--- config.mk ---
export PLATFORM = sky130hd
export DESIGN_NAME = random_drop_packet_queue
export DESIGN_NICKNAME = d
export VERILOG_FILES = /design/src/rdpq_pkg.sv /design/src/rdpq_ctrl.sv /design/src/random_drop_packet_queue.sv
export SDC_FILE = /design/constraint.sdc
export NUM_CORES = 1
export LEC_CHECK = 0
export ABC_AREA = 1
export BUFFER_PORTS_ARGS = -buffer_cell sky130_fd_sc_hd__buf_2
export CELL_PAD_IN_SITES_DETAIL_PLACEMENT = 0
export CELL_PAD_IN_SITES_GLOBAL_PLACEMENT = 2
export CORE_MARGIN = 2
export CORE_UTILIZATION = 45
export DETAILED_ROUTE_END_ITERATION = 10
export GPL_TIMING_DRIVEN = 0
export PLACE_DENSITY_LB_ADDON = 0.15
export SYNTH_ARGS = -nofsm -noshare
export SYNTH_HDL_FRONTEND = slang
export SYNTH_HIERARCHICAL = 1
export SYNTH_SLANG_ARGS = --single-unit
export TNS_END_PERCENT = 50
--- constraint.sdc ---
create_clock -name i_clk -period 8.12 [get_ports i_clk]
set_input_delay 0.812 -clock i_clk [delete_from_list [all_inputs] [get_ports i_clk]]
set_output_delay 0.812 -clock i_clk [all_outputs]
set_load 0.02 [all_outputs]
--- src/rdpq_pkg.sv ---
// Package for the random drop packet queue: sizes, status codes, LFSR
// constants, the descriptor and control structs. No dependencies.

package rdpq_pkg;

    localparam int DEPTH = 16;
    localparam int PTR_W = $clog2(DEPTH);
    localparam int CNT_W = $clog2(DEPTH + 1);

    localparam int ID_W     = 32;
    localparam int IP_W     = 32;
    localparam int STATUS_W = 3;
    localparam int OCC_W    = 4;
    localparam int THR_W    = 4;
    localparam int CHANCE_W = 9;
    localparam int LFSR_W   = 16;
    localparam int CFG_IDX_W = 2;

    localparam logic [STATUS_W-1:0] ST_STORED     = 3'd0;
    localparam logic [STATUS_W-1:0] ST_DEQUEUED   = 3'd1;
    localparam logic [STATUS_W-1:0] ST_EMPTY      = 3'd2;
    localparam logic [STATUS_W-1:0] ST_DROPPED    = 3'd3;
    localparam logic [STATUS_W-1:0] ST_FULL_KEEP  = 3'd4;
    localparam logic [STATUS_W-1:0] ST_FULL_BELOW = 3'd5;

    localparam logic CMD_ENQ = 1'b0;
    localparam logic CMD_DEQ = 1'b1;

    localparam logic [CFG_IDX_W-1:0] CFG_THRESHOLD = 2'd0;
    localparam logic [CFG_IDX_W-1:0] CFG_CHANCE    = 2'd1;

    localparam logic [THR_W-1:0]    THRESH_RESET = 4'd8;
    localparam logic [CHANCE_W-1:0] CHANCE_RESET = 9'd51;
    localparam logic [LFSR_W-1:0]   LFSR_SEED    = 16'hACE1;
    localparam logic [LFSR_W-1:0]   LFSR_TAPS    = 16'hB400;

    localparam logic [OCC_W-1:0] OCC_FULL = OCC_W'(DEPTH - 1);

    typedef struct packed {
        logic [ID_W-1:0] id;
        logic [IP_W-1:0] ip;
    } t_entry;

    typedef struct packed {
        logic [STATUS_W-1:0] status;
        logic                rd;
        logic                wr;
        logic [PTR_W-1:0]    head;
        logic [PTR_W-1:0]    tail;
        logic [OCC_W-1:0]    occ;
    } t_ctrl;

    function automatic logic [PTR_W-1:0] ring_next(input logic [PTR_W-1:0] p);
        return (p == PTR_W'(DEPTH - 1)) ? '0 : p + PTR_W'(1);
    endfunction

endpackage

--- src/rdpq_ctrl.sv ---
// Queue control for the random drop packet queue: pointers, fill count,
// LFSR and configuration registers; decides each request. Uses rdpq_pkg.

module rdpq_ctrl (
    input  logic                          i_clk,
    input  logic                          i_rst_n,
    input  logic                          i_take,
    input  logic                          i_cmd,
    input  logic                          i_cfg_we,
    input  logic [rdpq_pkg::CFG_IDX_W-1:0] i_cfg_index,
    input  logic [rdpq_pkg::CHANCE_W-1:0]  i_cfg_data,
    output rdpq_pkg::t_ctrl               o_dec
);
    import rdpq_pkg::*;

    logic [PTR_W-1:0]    r_head, n_head;
    logic [PTR_W-1:0]    r_tail, n_tail;
    logic [CNT_W-1:0]    r_count, n_count;
    logic [LFSR_W-1:0]   r_lfsr, n_lfsr;
    logic [THR_W-1:0]    r_thresh;
    logic [CHANCE_W-1:0] r_chance;

    logic [LFSR_W-1:0] lfsr_step;
    logic              full;
    logic              over;
    logic              drop;

    always_comb begin
        lfsr_step = {1'b0, r_lfsr[LFSR_W-1:1]} ^ (r_lfsr[0] ? LFSR_TAPS : '0);
        full = r_count >= CNT_W'(DEPTH - 1);
        over = 32'(r_count) >= 32'(r_thresh);
        drop = {1'b0, lfsr_step[7:0]} < r_chance;

        n_head  = r_head;
        n_tail  = r_tail;
        n_count = r_count;
        n_lfsr  = r_lfsr;
        o_dec.rd = 1'b0;
        o_dec.wr = 1'b0;

        if (i_cmd == CMD_DEQ) begin
            if (r_count == '0) begin
                o_dec.status = ST_EMPTY;
            end else begin
                o_dec.status = ST_DEQUEUED;
                o_dec.rd = 1'b1;
                n_head  = ring_next(r_head);
                n_count = r_count - CNT_W'(1);
            end
        end else if (full) begin
            if (over) begin
                n_lfsr = lfsr_step;
                if (drop) begin
                    o_dec.status = ST_DROPPED;
                    o_dec.rd = 1'b1;
                    n_head  = ring_next(r_head);
                    n_count = r_count - CNT_W'(1);
                end else begin
                    o_dec.status = ST_FULL_KEEP;
                end
            end else begin
                o_dec.status = ST_FULL_BELOW;
            end
        end else begin
            o_dec.status = ST_STORED;
            o_dec.wr = 1'b1;
            n_tail  = ring_next(r_tail);
            n_count = r_count + CNT_W'(1);
        end

        o_dec.head = r_head;
        o_dec.tail = r_tail;
        o_dec.occ  = OCC_W'(n_count);
    end

    always_ff @(posedge i_clk) begin
        if (!i_rst_n) begin
            r_head  <= '0;
            r_tail  <= '0;
            r_count <= '0;
            r_lfsr  <= LFSR_SEED;
        end else if (i_take) begin
            r_head  <= n_head;
            r_tail  <= n_tail;
            r_count <= n_count;
            r_lfsr  <= n_lfsr;
        end
    end

    always_ff @(posedge i_clk) begin
        if (!i_rst_n) begin
            r_thresh <= THRESH_RESET;
            r_chance <= CHANCE_RESET;
        end else if (i_cfg_we) begin
            unique case (i_cfg_index)
                CFG_THRESHOLD: r_thresh <= i_cfg_data[THR_W-1:0];
                CFG_CHANCE:    r_chance <= i_cfg_data;
                default: begin
                end
            endcase
        end
    end

endmodule

--- src/random_drop_packet_queue.sv ---
// Random drop packet queue, top level: descriptor memory, result pipeline
// and output register. Uses rdpq_pkg and rdpq_ctrl.
//
// Ring queue of packet descriptors (id, source address) holding up to
// DEPTH-1 entries. Each request (enqueue or dequeue) yields one result with
// a status, the head descriptor when one is popped or dropped, and the fill
// level after the request. A request is taken every cycle while results
// drain; its result is registered first in the pending stage, beside the
// registered read of the descriptor memory, and then in the output register.
// An enqueue on a full queue loses the packet and, at or above the fill
// threshold, drops the head with probability drop_chance/256 from a 16-bit
// LFSR. Configuration writes are always accepted and apply to requests taken after the write.

module random_drop_packet_queue (
    input  logic                            i_clk,
    input  logic                            i_rst_n,
    input  logic                            i_in_valid,
    output logic                            o_in_ready,
    input  logic                            i_cmd,
    input  logic [rdpq_pkg::ID_W-1:0]       i_packet_id,
    input  logic [rdpq_pkg::IP_W-1:0]       i_src_ip,
    output logic                            o_out_valid,
    input  logic                            i_out_ready,
    output logic [rdpq_pkg::STATUS_W-1:0]   o_status,
    output logic [rdpq_pkg::ID_W-1:0]       o_out_packet_id,
    output logic [rdpq_pkg::IP_W-1:0]       o_out_src_ip,
    output logic [rdpq_pkg::OCC_W-1:0]      o_occupancy,
    input  logic                            i_cfg_valid,
    output logic                            o_cfg_ready,
    input  logic [rdpq_pkg::CFG_IDX_W-1:0]  i_cfg_index,
    input  logic [rdpq_pkg::CHANCE_W-1:0]   i_cfg_data
);
    import rdpq_pkg::*;

    t_entry r_mem [DEPTH];
    t_entry r_rd;
    t_ctrl  dec;

    logic                r_pend_v;
    logic [STATUS_W-1:0] r_pend_status;
    logic                r_pend_rd;
    logic [OCC_W-1:0]    r_pend_occ;
    logic                r_out_v;

    logic take;
    logic move;

    assign o_cfg_ready = 1'b1;
    assign move        = r_pend_v && (!r_out_v || i_out_ready);
    assign o_in_ready  = !r_pend_v || move;
    assign take        = i_in_valid && o_in_ready;
    assign o_out_valid = r_out_v;

    rdpq_ctrl u_ctrl (
        .i_clk       (i_clk),
        .i_rst_n     (i_rst_n),
        .i_take      (take),
        .i_cmd       (i_cmd),
        .i_cfg_we    (i_cfg_valid && o_cfg_ready),
        .i_cfg_index (i_cfg_index),
        .i_cfg_data  (i_cfg_data),
        .o_dec       (dec)
    );

    // descriptor memory: write at tail, registered read at head
    always_ff @(posedge i_clk) begin
        if (take && dec.wr) begin
            r_mem[dec.tail] <= '{id: i_packet_id, ip: i_src_ip};
        end
        if (take) begin
            r_rd <= r_mem[dec.head];
        end
    end

    always_ff @(posedge i_clk) begin
        if (!i_rst_n) begin
            r_pend_v <= 1'b0;
        end else if (take) begin
            r_pend_v <= 1'b1;
        end else if (move) begin
            r_pend_v <= 1'b0;
        end
    end

    always_ff @(posedge i_clk) begin
        if (take) begin
            r_pend_status <= dec.status;
            r_pend_rd     <= dec.rd;
            r_pend_occ    <= dec.occ;
        end
    end

    always_ff @(posedge i_clk) begin
        if (!i_rst_n) begin
            r_out_v <= 1'b0;
        end else if (move) begin
            r_out_v <= 1'b1;
        end else if (i_out_ready) begin
            r_out_v <= 1'b0;
        end
    end

    always_ff @(posedge i_clk) begin
        if (move) begin
            o_status        <= r_pend_status;
            o_out_packet_id <= r_pend_rd ? r_rd.id : '0;
            o_out_src_ip    <= r_pend_rd ? r_rd.ip : '0;
            o_occupancy     <= r_pend_occ;
        end
    end

    a_empty_occ: assert property (@(posedge i_clk) disable iff (!i_rst_n)
        o_out_valid && o_status == ST_EMPTY |-> o_occupancy == '0)
        else $error("empty result with nonzero occupancy");

    a_full_occ: assert property (@(posedge i_clk) disable iff (!i_rst_n)
        o_out_valid && (o_status == ST_FULL_KEEP || o_status == ST_FULL_BELOW)
        |-> o_occupancy == OCC_FULL)
        else $error("full result without full occupancy");

    a_stall: assert property (@(posedge i_clk) disable iff (!i_rst_n)
        r_pend_v && r_out_v && !i_out_ready |-> !o_in_ready)
        else $error("request taken while result path stalled");

    a_hold: assert property (@(posedge i_clk) disable iff (!i_rst_n)
        r_pend_v && !move |=> r_pend_v && $stable(r_pend_status))
        else $error("pending result lost");

endmodule
=== Yosys cells after proc, flatten, opt, wreduce, memory -nomap -nowiden ===
Memories as Yosys holds them, arrays and structs flattened. A register that Yosys moved wholly into a read port is not among the register bits.
Cells that the tools add are included.

* Register bits after elaboration: 123
* Memory bits (writable): 1,024
* Input port bits: 81
* Output and inout bits: 74
* Word-level logic and storage cells: 83
* Memories kept: 1

* $add $sub $neg: 4
* Order comparisons: 3
* Eq/ne operators: 6
* Mux-type cells: 30
* Bitwise logic cells: 3
* Reduce and logical (&&, ||, !) cells: 20

{| class="wikitable"
|+ Memory list
! memory !! depth !! bits a word !! rd ports !! clocked after Yosys merged registers in !! write ports !! RTL line !! text
|-
| r_mem || 16 || 64 || 1 || 1 || 1 || random_drop_packet_queue.sv:35 || <nowiki>t_entry r_mem [DEPTH];</nowiki>
|}

{| class="wikitable"
|+ Operator list
! cell !! count
|-
| 4-bit two-way mux || 8
|-
| 5-bit two-way mux || 5
|-
| 16-bit two-way mux || 1
|-
| 15-bit by 16-bit bitwise XOR with 16-bit output || 1
|-
| 1-bit two-way mux || 12
|-
| 2-bit nonzero test || 5
|-
| 8-bit by 9-bit less-than comparator with 1-bit output || 1
|-
| 3-bit two-way mux || 3
|-
| 4-bit by 1-bit adder with 4-bit output (second input constant) || 2
|-
| 4-bit == test (second input constant) || 2
|-
| 4-bit AND reduction || 2
|-
| 3-bit inequality test (second input constant) || 2
|-
| 5-bit by 1-bit adder with 5-bit output (second input constant) || 1
|-
| 5-bit by 4-bit >= comparator with 1-bit output || 1
|-
| 5-bit by 4-bit >= comparator with 1-bit output (second input constant) || 1
|-
| 5-bit zero test || 1
|-
| 5-bit AND reduction || 1
|-
| 5-bit by 1-bit subtractor with 5-bit output (second input constant) || 1
|-
| 2-bit AND reduction || 2
|-
| 1-bit logical AND || 3
|-
| 3-bit AND reduction || 1
|-
| 2-bit by 1-bit == test with 1-bit output (second input constant) || 1
|-
| 1-bit zero test || 2
|-
| 2-bit zero test || 1
|-
| other kinds (4) || 6
|}

=== Logic depth before layout (Yosys ltp) ===
Gate-level depths: netlist (run 1).

* Depth in word-level cells: 8
* Depth in mapped cells: 16
* Gate-level depth less buffers: 16

=== Modules after synthesis ===
Netlist (run 1), hierarchy kept.

{| class="wikitable"
|+ By module, submodules not included
! module !! instances !! cells an instance !! area each (µm²) !! seq. area each (µm²)
|-
| random_drop_packet_queue || 1 || 4,441 || 48,910.7 || 35,083.6
|-
| rdpq_ctrl || 1 || 333 || 2,428.6 || 840.8
|}

=== Worst setup path after synthesis (run 1) ===
Ideal clock, no wire load.

* Path type: in2reg
* From: input port i_out_ready
* To: register o_occupancy[0] (netlist bit) (enable)
* Setup time: 0.524 ns
* Data arrival time: 4.298 ns
* Required time: 7.596 ns
* Path slack: 3.299 ns
* Stages: 2
* Path buffers: 0
* Cells stage by stage: inv_1 a21oi_1

* Cells in the longest elaborated chain, start to end: 2

{| class="wikitable"
|+ Ends and longest elaborated chain
! element !! RTL line !! text
|-
| start, declared || random_drop_packet_queue.sv:23 || <nowiki>input logic i_out_ready,</nowiki>
|-
| 1-bit logical OR || random_drop_packet_queue.sv:49 || <nowiki>assign move = r_pend_v && (!r_out_v || i_out_ready);</nowiki>
|-
| 1-bit logical AND || random_drop_packet_queue.sv:49 ||
|-
| via move || random_drop_packet_queue.sv:46 || <nowiki>logic move;</nowiki>
|-
| end signal, assigned || random_drop_packet_queue.sv:108 || <nowiki>o_occupancy <= r_pend_occ;</nowiki>
|-
| end, declared || random_drop_packet_queue.sv:27 || <nowiki>output logic [rdpq_pkg::OCC_W-1:0] o_occupancy,</nowiki>
|}

The timed path passes the listed nets, and every way through them passes these cells.
A chain may end at the register's enable or synchronous reset.

==> results of run 1 <==
flip-flops by register name (all words and copies together) (netlist names), 5 cells and up:
register and flops:
o_out_packet_id 32, o_out_src_ip 32, r_mem 1024, r_rd 64
u_ctrl/r_chance 9, u_ctrl/r_count 5, u_ctrl/r_lfsr 16
worst max-delay path, stage by stage (launching register included):
cell and delay [ps]:
dfxtp_1 370, ha_1 220, nand2_1 90, nor2_1 50, ha_1 170, nor2_1 170, o21ai_4 120, nor2_2 150
inv_1 50, nor2_1 210, nand3_1 360, nor2_4 670, buf_16 240, buf_12 210, buf_12 200
report_power, final:
part / switching (uW) / internal [uW]
Combinational: 936 / 366
Sequential: 34.4 / 6990
Clock: 2430 / 3390
Total: 3400 / 10700
final timing paths:
path	slack, ps	cells past startpoint	end
max	4480	14	r_mem[10][54]$_DFFE_PP_
min	310	3	u_ctrl/r_chance[4]$_SDFFE_PN1P_
max reg2reg	4480	14	r_mem[10][54]$_DFFE_PP_
min reg2reg	420	0	o_status[2]$_DFFE_PP_
cell type report:
type                    instances  area, um2  share of cell area [%]
clock inverters                63      446.7                  0.7520
diodes                          3      7.507                 0.01264
clock buffers                 173       3701                   6.231
inverters                     898       3383                   5.696
flip-flops and latches       1211      35920                   60.48
well taps                    1500       1877                   3.160
multi-input cells            2435      10690                   18.00
repair buffers                206       1894                   3.189
plain buffers                 230       1475                   2.483
routing by layer:
metal,share of wire [%],vias up,global-route usage [%],routed length [um]
met5,0.026,-,0,40
met1,44,16250,37.23,67970
met3,6.0,217,3.522,9242
met4,2.5,6,7.434,3824
li1,-,16150,-,-
met2,47,1013,43.77,73340
metrics by stage:
stage	power, uW	setup slack (ps)
floorplan	7897	3299
global placement	8448	-1261
detailed placement	8464	4435
CTS	14240	4413
global route	14610	4246
finish	14150	4477
cell usage after synthesis (all sizes together):
cell | number | area [um2]
ha | 16 | 200.2
conb | 1 | 3.750
nand3 | 798 | 4039
or2 | 3 | 18.77
inv | 897 | 3377
clkinv | 1 | 3.750
nand4 | 3 | 18.77
o211ai | 6 | 45.04
nor3 | 3 | 15.01
a211oi | 1 | 12.51
clkbuf | 33 | 123.9
nand3b | 2 | 15.01
edfxtp | 1167 | 35040
o21bai | 1 | 7.510
nor2 | 54 | 241.5
o21ai | 26 | 145.2
xor2 | 1 | 8.760
nand2 | 1485 | 5584
a22o | 1 | 8.760
xnor2 | 5 | 43.79
buf | 197 | 1350
dfxtp | 44 | 880.8
a21oi | 29 | 152.7
cell families (layout without fill, tap and decap cells):
kind of cell	after synthesis	in the layout	share of synthesized area, %
xor gates and xnor gates	6	6	0.1024
adders and majority gates	16	16	0.3899
other	1	4	0.007304
AOI/OAI and AO/OA	64	64	0.7239
DFF	1211	1211	69.97
buffers and inverters	1128	1570	9.456
and+or+nand+nor	2348	2348	19.35
==> summary.txt, run 1 <==
Outcome
  – Status: completed

STA
  – RSZ-0062 raised after global routing: false
  – Final setup vio count: 0
  – Worst Tran Pin Value: 1432 ps
  – Max Clk Rate: 274.5 MHz
  – Clock skew: 23.52 ps
  – Fin Setup TNS: 0 ps
  – Final period utilization: 44.86%
  – Slew Viols, Final: 0
  – Final Hold Fails: 0
  – Relative slew slack: 4.547%
  – Hold Worst Slack: 313.5 ps
  – Minimum clock period: 3643 ps

Synthesis
  – Sequential cell area fraction in the yosys report: 69.97%
  – Yosys reg bits: 1211
  – Syn_nets: 4871
  – Unique masters post-synth: 43
  – Synth warn: 6
  – Mapped Area: 51340 um2
  – Cells after synthesis: 4774
  – Post-synthesis area per instance: 10.75 um2

Die
  – I/O pins: 155
  – Chip Height: 341.8 um
  – Die width: 341.8 um
  – Die ar.: 116800 um2
  – Core Region: 112800 um2
  – Row count: 123
  – Starting density of the core: 45.51%

Global routing
  – Tot GR Track Use: 26.63%
  – Initial antenna violation count: 7
  – Largest net degree at the start of global routing: 45
  – Grt ovf: 0
  – Vias in the first global route: 32050
  – First-pass GRT wire length: 221500 um

Clock tree
  – Clock slew at reported path FFs: 60 ps
  – Clk Latency, worst-skew pair: 740 ps
  – CTS Hold Bufs: 0
  – H-Tree Depth: 4
  – Clk root buf: clkbuf_16
  – Sink Count: 1211
  – Clock Tree Buf Depth: 3
  – Num CTS Buffers: 134
  – Post-CTS setup buffers: 0
  – CTS tree: done
  – Post-CTS sizing: 0

Setup path
  – Arrival @ worst endpoint: 4070 ps
  – CP endpoint kind: flop
  – CP Launch Point: u_ctrl/r_count[1]$_SDFFE_PN0P_
  – Worst-path maximum fanout: 18
  – CP required: 8540 ps
  – RR Startpoint: u_ctrl/r_count[1]$_SDFFE_PN0P_
  – Startpoint Class: flop
  – Setup CP Type: flop to flop

Finish
  – Final Instance Area: 59400 um2
  – Post-layout util: 52.66%
  – Final cell count without fillers: 6719
  – Area Overhead vs Synth: 15.70%
  – Fillers: 9912
  – Layout Nets: 5213
  – Most frequent cells in the layout: nand2_1 (1483), edfxtp_1 (1167), inv_1 (887)
  – Most common cell after layout, fill and taps aside: nand2_1
  – Layout cells sized above 1: 11.83%

Drt
  – Vias per cell: 5.006
  – WL per Instance: 22.98 um
  – Iter 0 DRT Violations: 3072
  – Routed wire length: 154400 um
  – Via count: 33630
  – Post-route ant nets: 0
  – DRC viols: 0
  – DR pass1 iterations: 6

Min path
  – Hold Crit Start: i_cfg_data[4]
  – Hold crit path type: primary input to flop

Power
  – Peak VDD IR: 0.1717 mV
  – Pleak: 0.02537 uW
  – Pwr Density: 238.2 nW/um2

Placement
  – IO Port Bufs: 153
  – Inst Count DP: 6480
  – Placer Congestion: 0.7922
  – Detailed Place HPWL: 100100 um
  – Placed cell area: 55250 um2

Flow run
  – Max cap viols: 0
(Power assumes the default switching activity.)
==> run 2: changes to the inputs <==
- CORE_UTILIZATION: 45 -> 38
- clock period: 8.12 -> 3.05 ns (I/O delays scaled with it)
==> summary.txt, run 2 (synthesized netlist as in run 1, its figures left out) <==
Clock tree
  – H-Tree Depth: 4
  – Num CTS Buffers: 140
  – Clock Tree Buf Depth: 3
  – Clk Latency, worst-skew pair: 770 ps
  – CTS tree: done
  – Clock slew at reported path FFs: 50 ps
  – Clk root buf: clkbuf_16
  – Sink Count: 1211

Drt
  – Iter 0 DRT Violations: 2784
  – DR pass1 iterations: 5
  – WL per Instance: 22.74 um
  – Via count: 34110
  – Routed wire length: 162200 um
  – Vias per cell: 4.781
  – Post-route ant nets: 0
  – DRC viols: 0

Die
  – Die width: 371.6 um
  – I/O pins: 155
  – Core Region: 133800 um2
  – Row count: 134
  – Die ar.: 138100 um2
  – Chip Height: 371.6 um
  – Starting density of the core: 38.37%

Finish
  – Layout Nets: 5356
  – Largest registers: r_mem: 1024 flops, r_rd: 64 flops
  – Area Overhead vs Synth: 19.13%
  – Fillers: 12520
  – Most common cell after layout, fill and taps aside: nand2_1
  – Most frequent cells in the layout: nand2_1 (1483), edfxtp_1 (1167), inv_1 (887)
  – Layout cells sized above 1: 12.30%
  – Max FFs per register: 1024
  – Most flops, register: r_mem

Setup path
  – Setup CP Type: flop to flop
  – CP required: 3510 ps
  – Startpoint Class: flop
  – CP endpoint kind: flop
  – Arrival @ worst endpoint: 3410 ps
  – Worst-path maximum fanout: 22

Placement
  – IO Port Bufs: 153
  – Placer Congestion: 0.7773
  – Detailed Place HPWL: 104300 um
  – DP Worst Slack: -712.1 ps

Global routing
  – Largest net degree at the start of global routing: 47
  – Grt ovf: 0
  – Tot GR Track Use: 23.49%
  – Vias in the first global route: 32520
  – First-pass GRT wire length: 229900 um
  – Initial antenna violation count: 3

STA
  – Final setup vio count: 0
  – Max Clk Rate: 338.7 MHz
  – Relative slew slack: 11.62%
  – Clock skew: 18.38 ps
  – Worst Tran Pin Value: 1326 ps
  – Worst Slack Setup Final: 97.31 ps
  – Final Hold Fails: 0
  – RSZ-0062 raised after global routing: true
  – Slew Viols, Final: 0
  – Final period utilization: 96.81%
  – Minimum clock period: 2953 ps

Power
  – Total power: 37990 uW
  – Pwr Density: 621.1 nW/um2
  – Pleak: 0.02600 uW
  – Peak VDD IR: 0.4832 mV

Flow run
  – Max cap viols: 0

Outcome
  – Status: completed

Min path
  – Hold crit path type: primary input to flop
[run 2: cell types whose count changed in the layout (fill, tap and decap cells not counted), moves of 4 or more]
cell	before	now
nand3_1	792	788
clkinv_2	28	14
bufinv_16	6	2
clkbuf_1	61	67
dlygate4sd3_1	0	89
clkbuf_16	143	151
clkinv_1	26	42
buf_4	10	50
buf_12	45	53
[run 2: critical path: stages (launching register included)]
cell	delay, ps
dfxtp_1	370
ha_1	210
nand2_1	90
nor2_1	50
ha_1	170
nor2_1	170
o21ai_4	130
nor2_2	160
inv_1	90
nor2_4	170
nand3_2	230
nor2_4	280
buf_12	240
buf_12	230
[run 2: final timing paths]
check | startpoint | end | slack, ps | cells past startpoint
worst max register to register | u_ctrl/r_count[1]$_SDFFE_PN0P_ | r_mem[5][55]$_DFFE_PP_ | 100 | 13
worst min-delay path | i_cmd | r_pend_status[0]$_DFFE_PP_ | 60 | 3
worst max-delay path | u_ctrl/r_count[1]$_SDFFE_PN0P_ | r_mem[5][55]$_DFFE_PP_ | 100 | 13
worst min register to register | r_pend_occ[3]$_DFFE_PP_ | o_occupancy[3]$_DFFE_PP_ | 420 | 0
[run 2: stage by stage]
step / cell area (um2) / setup TNS [ps] / utilization [%] / hold slack, ps / instances
2_1_floorplan: 51400 / -669930 / - / 400.3 / 4774
3_3_place_gp: 54370 / -3500060 / 40.64 / 402.6 / 6695
3_5_place_dp: 55570 / -156740 / 41.53 / 407.2 / 6748
4_1_cts: 60840 / -21820 / 45.47 / 12.44 / 7103
5_1_grt: 61150 / -3125 / 45.71 / 58.99 / 7132
6_report: 61160 / 0 / 45.71 / 55.70 / 7134
[run 2: routing by layer]
layer	share of wire, %	GRT usage [%]	wire length, um	vias to the layer above
met1	44	32.26	71830	16480
met4	2.3	6.421	3740	2
met3	5.5	3.134	8952	214
met2	48	39.10	77720	940
li1	-	-	-	16470
met5	0.0049	0	8	-
[run 2: final cells by class]
cell class | count | area, um2 | area share (%)
diodes | 2 | 5.005 | 0.008183
clock inverters | 64 | 351.6 | 0.5749
flip-flops and latches | 1211 | 35920 | 58.74
inverters | 898 | 3383 | 5.532
well taps | 1768 | 2212 | 3.617
clock buffers | 183 | 3835 | 6.270
multi-input cells | 2435 | 10730 | 17.55
repair buffers | 343 | 3238 | 5.294
plain buffers | 230 | 1476 | 2.414
[run 2: where the power goes]
part	switching (uW)	internal, uW	leakage (uW)
registers	87.5	18600	0.0110
clock network	6700	8970	0.00204
logic	2560	1060	0.0130
[run 2: timing repair]
action,in CTS,in global routing
gates cloned,0,3
hold buffers,89,0
resized for setup,1,7
setup buffers,19,29
hold endpoints to repair,1040,0
endpoints found under the setup margin,757,662
pin swaps,11,6
